File: src/pfmt_pkg.sv
package pfmt_pkg;

    // Request field layout on the input data bus, lowest bit first
    localparam int MODE_W   = 2;
    localparam int FILE_W   = 16;
    localparam int PAGE_W   = 31;
    localparam int SLOT_W   = 6;
    localparam int STATUS_W = 2;

    localparam int MODE_LSB = 0;
    localparam int FILE_LSB = MODE_LSB + MODE_W;
    localparam int PAGE_LSB = FILE_LSB + FILE_W;
    localparam int SLOT_LSB = PAGE_LSB + PAGE_W;

    localparam int S_TDATA_W = 56;
    localparam int M_TDATA_W = 8;

    // Stored entry: {valid, file, page}
    localparam int ENTRY_W = 1 + FILE_W + PAGE_W;

    typedef enum logic [MODE_W-1:0] {
        MODE_INSERT = 2'd0,
        MODE_LOOKUP = 2'd1,
        MODE_REMOVE = 2'd2
    } mode_t;

    typedef enum logic [STATUS_W-1:0] {
        ST_OK        = 2'd0,
        ST_OCCUPIED  = 2'd1,
        ST_NOT_FOUND = 2'd2
    } status_t;

    typedef enum logic [2:0] {
        S_CLEAR,
        S_IDLE,
        S_DECODE,
        S_INS_CHK,
        S_SCAN,
        S_RESULT
    } fsm_state_t;

    // Controller to datapath commands
    typedef struct packed {
        logic    load_req;   // capture the incoming request
        logic    rd_slot;    // read the entry named by the request slot
        logic    rd_first;   // start a scan at entry 0
        logic    rd_next;    // read the entry after the one under check
        logic    wr_en;      // write the table
        logic    wr_set;     // write a valid entry (else write an empty one)
        logic    wr_at_slot; // write at the request slot (else at the scan address)
        logic    clr_step;   // advance the clearing pass
        logic    res_load;   // capture the pending result
        status_t res_status;
        logic    res_frame;  // report the scan address as found frame
        logic    out_load;   // move the pending result to the output register
    } pfmt_cmd_t;

    // Datapath to controller status
    typedef struct packed {
        mode_t req_mode;
        logic  slot_oob;   // insert slot lies beyond the table
        logic  ent_valid;  // entry read last cycle is valid
        logic  ent_hit;    // entry read last cycle matches the request pair
        logic  addr_last;  // scan or clear address is the last entry
        logic  out_free;   // output register can take a result this cycle
    } pfmt_sts_t;

endpackage

File: src/pfmt_ctrl.sv
module pfmt_ctrl (
    input  logic                  aclk,
    input  logic                  aresetn,
    input  logic                  s_tvalid,
    output logic                  s_tready,
    input  pfmt_pkg::pfmt_sts_t   sts,
    output pfmt_pkg::pfmt_cmd_t   cmd
);
    import pfmt_pkg::*;

    fsm_state_t state_reg, state_next;

    // State register; reset starts the clearing pass
    always_ff @(posedge aclk) begin
        if (!aresetn) begin
            state_reg <= S_CLEAR;
        end else begin
            state_reg <= state_next;
        end
    end

    // Next state and commands
    always_comb begin
        state_next = state_reg;
        cmd        = '0;
        s_tready   = 1'b0;
        case (state_reg)
            S_CLEAR: begin
                cmd.wr_en    = 1'b1;
                cmd.clr_step = 1'b1;
                if (sts.addr_last) begin
                    state_next = S_IDLE;
                end
            end
            S_IDLE: begin
                s_tready = 1'b1;
                if (s_tvalid) begin
                    cmd.load_req = 1'b1;
                    state_next   = S_DECODE;
                end
            end
            S_DECODE: begin
                case (sts.req_mode)
                    MODE_INSERT: begin
                        if (sts.slot_oob) begin
                            cmd.res_load   = 1'b1;
                            cmd.res_status = ST_OCCUPIED;
                            state_next     = S_RESULT;
                        end else begin
                            cmd.rd_slot = 1'b1;
                            state_next  = S_INS_CHK;
                        end
                    end
                    MODE_LOOKUP, MODE_REMOVE: begin
                        cmd.rd_first = 1'b1;
                        state_next   = S_SCAN;
                    end
                    default: begin
                        cmd.res_load   = 1'b1;
                        cmd.res_status = ST_NOT_FOUND;
                        state_next     = S_RESULT;
                    end
                endcase
            end
            S_INS_CHK: begin
                cmd.res_load = 1'b1;
                if (sts.ent_valid) begin
                    cmd.res_status = ST_OCCUPIED;
                end else begin
                    cmd.wr_en      = 1'b1;
                    cmd.wr_set     = 1'b1;
                    cmd.wr_at_slot = 1'b1;
                    cmd.res_status = ST_OK;
                end
                state_next = S_RESULT;
            end
            S_SCAN: begin
                if (sts.ent_hit) begin
                    cmd.res_load   = 1'b1;
                    cmd.res_status = ST_OK;
                    cmd.res_frame  = (sts.req_mode == MODE_LOOKUP);
                    // drop the matched entry on remove
                    cmd.wr_en      = (sts.req_mode == MODE_REMOVE);
                    state_next     = S_RESULT;
                end else if (sts.addr_last) begin
                    cmd.res_load   = 1'b1;
                    cmd.res_status = ST_NOT_FOUND;
                    state_next     = S_RESULT;
                end else begin
                    cmd.rd_next = 1'b1;
                end
            end
            S_RESULT: begin
                if (sts.out_free) begin
                    cmd.out_load = 1'b1;
                    state_next   = S_IDLE;
                end
            end
            default: begin
                state_next = S_IDLE;
            end
        endcase
    end

endmodule

File: src/pfmt_dp.sv
module pfmt_dp #(
    parameter int FRAMES = 64
) (
    input  logic                              aclk,
    input  logic                              aresetn,
    input  logic [pfmt_pkg::S_TDATA_W-1:0]    s_tdata,
    output logic                              m_tvalid,
    input  logic                              m_tready,
    output logic [pfmt_pkg::M_TDATA_W-1:0]    m_tdata,
    input  pfmt_pkg::pfmt_cmd_t               cmd,
    output pfmt_pkg::pfmt_sts_t               sts
);
    import pfmt_pkg::*;

    localparam int AW = $clog2(FRAMES);
    localparam logic [AW-1:0] LAST_ADDR = AW'(FRAMES - 1);

    // Request registers
    mode_t               req_mode_reg;
    logic [FILE_W-1:0]   req_file_reg;
    logic [PAGE_W-1:0]   req_page_reg;
    logic [SLOT_W-1:0]   req_slot_reg;

    // Scan / clear address and the entry read from it
    logic [AW-1:0]       addr_reg, addr_next;
    logic [ENTRY_W-1:0]  rd_data_reg;
    logic [AW-1:0]       rd_addr;
    logic                rd_en;
    logic [AW-1:0]       slot_addr;
    logic [AW-1:0]       wr_addr;
    logic [ENTRY_W-1:0]  wr_data;

    // Entry table
    logic [ENTRY_W-1:0]  entry_mem [FRAMES];

    // Pending result and output register
    status_t             res_status_reg;
    logic [SLOT_W-1:0]   res_frame_reg;
    logic                m_tvalid_reg, m_tvalid_next;
    logic [M_TDATA_W-1:0] m_tdata_reg;

    logic                ent_valid;
    logic [FILE_W-1:0]   ent_file;
    logic [PAGE_W-1:0]   ent_page;

    // Capture the request
    always_ff @(posedge aclk) begin
        if (cmd.load_req) begin
            req_mode_reg <= mode_t'(s_tdata[MODE_LSB +: MODE_W]);
            req_file_reg <= s_tdata[FILE_LSB +: FILE_W];
            req_page_reg <= s_tdata[PAGE_LSB +: PAGE_W];
            req_slot_reg <= s_tdata[SLOT_LSB +: SLOT_W];
        end
    end

    assign slot_addr = AW'(req_slot_reg);

    // Read address select
    always_comb begin
        rd_en = cmd.rd_slot | cmd.rd_first | cmd.rd_next;
        if (cmd.rd_slot) begin
            rd_addr = slot_addr;
        end else if (cmd.rd_first) begin
            rd_addr = '0;
        end else begin
            rd_addr = addr_reg + AW'(1);
        end
    end

    // Address counter: follows the scan, steps the clearing pass
    always_comb begin
        addr_next = addr_reg;
        if (cmd.rd_first) begin
            addr_next = '0;
        end else if (cmd.rd_next || cmd.clr_step) begin
            addr_next = addr_reg + AW'(1);
        end
    end

    always_ff @(posedge aclk) begin
        if (!aresetn) begin
            addr_reg <= '0;
        end else begin
            addr_reg <= addr_next;
        end
    end

    // Table write and registered read
    assign wr_addr = cmd.wr_at_slot ? slot_addr : addr_reg;
    assign wr_data = {cmd.wr_set, req_file_reg, req_page_reg};

    always_ff @(posedge aclk) begin
        if (cmd.wr_en) begin
            entry_mem[wr_addr] <= wr_data;
        end
    end

    always_ff @(posedge aclk) begin
        if (rd_en) begin
            rd_data_reg <= entry_mem[rd_addr];
        end
    end

    // Compare the entry under check against the request pair
    assign ent_valid = rd_data_reg[ENTRY_W-1];
    assign ent_file  = rd_data_reg[PAGE_W +: FILE_W];
    assign ent_page  = rd_data_reg[PAGE_W-1:0];

    assign sts.req_mode  = req_mode_reg;
    assign sts.slot_oob  = (32'(req_slot_reg) >= 32'(FRAMES));
    assign sts.ent_valid = ent_valid;
    assign sts.ent_hit   = ent_valid && (ent_file == req_file_reg)
                           && (ent_page == req_page_reg);
    assign sts.addr_last = (addr_reg == LAST_ADDR);
    assign sts.out_free  = !m_tvalid_reg || m_tready;

    // Hold the pending result
    always_ff @(posedge aclk) begin
        if (cmd.res_load) begin
            res_status_reg <= cmd.res_status;
            res_frame_reg  <= cmd.res_frame ? SLOT_W'(addr_reg) : '0;
        end
    end

    // Output register
    always_comb begin
        m_tvalid_next = m_tvalid_reg;
        if (cmd.out_load) begin
            m_tvalid_next = 1'b1;
        end else if (m_tready) begin
            m_tvalid_next = 1'b0;
        end
    end

    always_ff @(posedge aclk) begin
        if (!aresetn) begin
            m_tvalid_reg <= 1'b0;
        end else begin
            m_tvalid_reg <= m_tvalid_next;
        end
    end

    always_ff @(posedge aclk) begin
        if (cmd.out_load) begin
            m_tdata_reg <= {res_frame_reg, res_status_reg};
        end
    end

    assign m_tvalid = m_tvalid_reg;
    assign m_tdata  = m_tdata_reg;

endmodule

File: src/page_frame_map_table.sv
// Channel   Dir  Handshake          Payload
// s_        in   s_tvalid/s_tready  s_tdata: mode, file_id, page_no, frame_slot
// m_        out  m_tvalid/m_tready  m_tdata: status, found_frame
//
// One request at a time. Insert reads the slot entry, checks it, writes it if
// it is empty, then moves its result to the output register once that is free;
// lookup and remove scan the table, reading one table entry per cycle through
// the single read port, until a match or the last entry. An unused mode or an
// insert slot beyond the table goes straight from decode to the result.
// After reset a clearing pass empties the table; s_tready stays low until it
// ends. A stalled result waits in the output register while the next request
// is accepted.
module page_frame_map_table #(
    parameter int FRAMES = 64
) (
    input  logic                              aclk,
    input  logic                              aresetn,
    input  logic                              s_tvalid,
    output logic                              s_tready,
    // mode[1:0], file_id[17:2], page_no[48:18], frame_slot[54:49], zero[55]
    input  logic [pfmt_pkg::S_TDATA_W-1:0]    s_tdata,
    output logic                              m_tvalid,
    input  logic                              m_tready,
    // status[1:0], found_frame[7:2]
    output logic [pfmt_pkg::M_TDATA_W-1:0]    m_tdata
);
    import pfmt_pkg::*;

    pfmt_cmd_t cmd;
    pfmt_sts_t sts;

    // Sequencer
    pfmt_ctrl u_ctrl (
        .aclk     (aclk),
        .aresetn  (aresetn),
        .s_tvalid (s_tvalid),
        .s_tready (s_tready),
        .sts      (sts),
        .cmd      (cmd)
    );

    // Table, compare and output register
    pfmt_dp #(
        .FRAMES (FRAMES)
    ) u_dp (
        .aclk     (aclk),
        .aresetn  (aresetn),
        .s_tdata  (s_tdata),
        .m_tvalid (m_tvalid),
        .m_tready (m_tready),
        .m_tdata  (m_tdata),
        .cmd      (cmd),
        .sts      (sts)
    );

    // Only one request in flight
    assert property (@(posedge aclk) disable iff (!aresetn)
        (s_tvalid && s_tready) |=> !s_tready)
        else $error("request accepted while another is in flight");

    // A result never overwrites one that is still waiting
    assert property (@(posedge aclk) disable iff (!aresetn)
        cmd.out_load |-> (!m_tvalid || m_tready))
        else $error("result register overwritten");

    // Insert only fills an empty frame
    assert property (@(posedge aclk) disable iff (!aresetn)
        (cmd.wr_en && cmd.wr_set) |-> (!sts.ent_valid && !sts.slot_oob))
        else $error("insert into an occupied or missing frame");

    // A remove write lands on the entry that just matched
    assert property (@(posedge aclk) disable iff (!aresetn)
        (cmd.wr_en && !cmd.wr_set && !cmd.clr_step) |-> sts.ent_hit)
        else $error("entry cleared without a match");

endmodule

File: config.mk
export PLATFORM = sky130hd
export DESIGN_NAME = page_frame_map_table
export DESIGN_NICKNAME = d
export VERILOG_FILES = /design/src/pfmt_pkg.sv /design/src/pfmt_ctrl.sv /design/src/pfmt_dp.sv /design/src/page_frame_map_table.sv
export SDC_FILE = /design/constraint.sdc
export NUM_CORES = 2
export LEC_CHECK = 0
export BUFFER_PORTS_ARGS = -buffer_cell sky130_fd_sc_hd__buf_4
export CAP_MARGIN = 20
export CORE_MARGIN = 4
export CORE_UTILIZATION = 58
export CTS_CLUSTER_DIAMETER = 50
export DETAILED_ROUTE_END_ITERATION = 8
export PLACE_DENSITY = 0.72
export SKIP_LAST_GASP = 1
export SLEW_MARGIN = 10
export SYNTH_ARGS = -nofsm -noshare
export SYNTH_HDL_FRONTEND = slang
export SYNTH_SLANG_ARGS = --single-unit
File: constraint.sdc
create_clock -name aclk -period 10.9 [get_ports aclk]
set_clock_uncertainty 0.15 [all_clocks]
set_input_delay 0.545 -clock aclk [delete_from_list [all_inputs] [get_ports aclk]]
set_output_delay 0.545 -clock aclk [all_outputs]
set_load 0.02 [all_outputs]
==> metrics.csv <==
metric;value;unit
status;completed;
final_cell_area;136000;µm²
max_freq;0.138;GHz
htreeDepth;5;
cts_buffers;320;
wl_per_cell;35.9;µm
die_x;465;µm
synth_top_family_by_area;multiplexers;
synth-simple-area-share;0.0152;
cp-end-kind;flip-flop;
synth_edf_count;3191;
post_cts_buffers;0;
grt_max_degree;134;
clk_path_buf_depth;4;
start_util;0.583;
grt_pass1_wl;444;mm
dpl_cell_area;126000;µm²
synth_area_per_cell;22.6;µm²
worstSetupPathType;reg2reg;
largest_reg_flops;3072;
finalCriticalPeriod;7.26;ns
vias;60200;
grt_overflow;0;
ys.flop_type;edfxtp_1;
setup_tns;0;ns
gp_congestion;0.831;
nets;5760;
final_hold_viol_count;0;
worst_slack;3.64;ns
postSynthCellCount;5348;
dr.pass1.iters;6;
cpPeakStageDelay;1.06;ns
synth_top_area_share;0.793;
max_cap_violations;0;
multi_input_area;24000;µm²
synth_adder_area_share;0.000621;
synthMuxAreaShare;0.139;
syn_to_final_growth;12.7;%
timing.rr.start;u_dp.req_file_reg[3]$_DFFE_PP_;
grt_pass1_vias;59700;
synth_cell_types;60;
setup_viol;0;
finalCritPeriodShare;0.666;
drcViolationCount;0;
die_area;216000;µm²
path_common_cell;buf_4;
synthTopCellsByArea;edfxtp_1, mux4_2, a22oi_1;
finalNonFillerCells;8707;
cts-root-buf;clkbuf_16;
cts_tree;built;
startpoint_type;flip-flop;
yosys.area.top_type;edfxtp_1;
routed_wl;313;mm
cp.required;11.29;ns
postSynthRegisterBits;3201;
dp_hpwl;156;mm
cellLeakagePower;41.9;nW
netlist_top_cells_count;edfxtp_1, mux4_2, a22oi_1, a21oi_1, nand2_1;
drive_above_1_share;0.252;
die_y;465;µm
async_flop_share;0;
path_cells;buf_4 > xor2_1 > nor4_1 > nand4_1 > nor4_2 > a31oi_1 > nor2b_1 > nand2_1 > nor2_4 > buf_4;
routed_via_density;6.91;
drt.antenna.violating_nets;0;
clk_latency;0.95;ns
totalPowerFinal;25.4;mW
drtIter0Drc;10100;
synthXorXnorAreaFrac;0.00341;
core;207000;µm²
synth_compound_area_frac;0.0362;
fillers;13000;
pre_cts_ws;3.89;ns
rows;167;
drv_slew;0;
grtUsageTotal;0.291;
dp_cells;8097;
hold_path_class;in2reg;
portBuffers;68;
rsz0062_at_grt;no;
antenna_found_initial;11;
worst_slew_pin_slew;1.20;ns
yosys_warnings;0;
max_slew_margin;0.198;
cts.sinks;3201;
slowest_stage;nor2_4;
ir_drop;0.175;mV
synth_nets;5414;
critPathLaunch;u_dp.req_file_reg[3]$_DFFE_PP_;
p_per_area;187;nW/µm²
yosysMostFrequentCell;edfxtp_1;
hold_start;s_tdata[23];
seq_area_frac_synth;0.794;
seq_area;96000;µm²
ios;70;
worstPathArrival;7.65;ns
syn-cell-area;121000;µm²
worstPathMaxFanout;65;
path_clk_slew;0.06;ns
==> through the flow <==
step           utilization  hold WS, ns
2_1_floorplan            -        0.250
3_3_place_gp         0.606        0.254
3_5_place_dp         0.607        0.260
4_1_cts              0.657        0.115
5_1_grt              0.657        0.162
6_report             0.657        0.181
==> kinds of logic after synthesis <==
family | after synthesis
mux | 752
buf+inv | 311
flops | 3201
fa+ha+maj | 6
simple gates | 379
compound gates | 652
xor+xnor | 47
==> worst paths after layout <==
check	slack [ns]	endpoint	cells after the start
max reg2reg	3.64	u_dp.entry_mem[32][40]$_DFFE_PP_	10
min	0.18	u_dp.req_page_reg[5]$_DFFE_PP_	2
min reg2reg	0.27	u_dp.m_tdata[7]$_DFFE_PP_	0
max	3.64	u_dp.entry_mem[32][40]$_DFFE_PP_	10
==> where the power goes <==
group          total, mW  internal, mW  switching [mW]  leakage, nW
Combinational       1.54         0.681           0.858         8.29
Clock               10.5          6.04            4.43         4.79
Sequential          13.4          13.4          0.0144         28.8
==> what timing repair did <==
action                                 4_1_cts  5_1_grt
resized for setup                            0        0
endpoints found under the hold margin       65        0
hold buffers                                58        0
==> worst max-delay path: cells and delay by family (launching register included) <==
| family | cells | cell delay, ns |
|---|---|---|
| and+or+nand+nor | 6 | 4.26 |
| buffers and inverters | 2 | 1.24 |
| AOI/OAI and AO/OA | 1 | 0.41 |
| xor gates and xnor gates | 1 | 0.34 |
| DFF | 1 | 0.32 |
==> cells in the final DEF, fill, tap and decap left out, types with 8 or more instances in the layout <==
cell type and count:
a21oi_1 203, a22oi_1 356, a31oi_1 8, buf_12 18, buf_4 232, bufinv_16 23, clkbuf_1 66, clkbuf_16 328
clkinv_1 68, clkinv_2 44, dfxtp_1 10, dlygate4sd3_1 58, edfxtp_1 3191, inv_1 18, inv_6 8, mux2i_1 13
mux4_2 738, nand2_1 128, nand3_1 52, nor2_1 23, nor2_4 67, nor3_1 10, nor4_1 8, o21ai_0 21
or4_1 44, xor2_1 40
==> final cells by class <==
| type | count | share of cell area |
|---|---|---|
| Sequential cell | 3201 | 0.705 |
| Multi-Input combinational cell | 1836 | 0.176 |
| Clock buffer | 396 | 0.0623 |
| Tap cell | 2788 | 0.0256 |
| Timing Repair Buffer | 316 | 0.0211 |
| Clock inverter | 148 | 0.00950 |
| Inverter | 19 | 0.000523 |
| Antenna cell | 3 | 0.0000551 |
==> metal layers <==
metal,wire (µm),GRT usage,part of all wire,vias up
li1,-,-,-,23500
met1,114000,0.412,0.36,31700
met2,147000,0.441,0.47,4215
met3,38800,0.0803,0.12,710
met4,12800,0.109,0.041,2
met5,8,0,0.000026,-
Power figures use the tool's default switching activity.
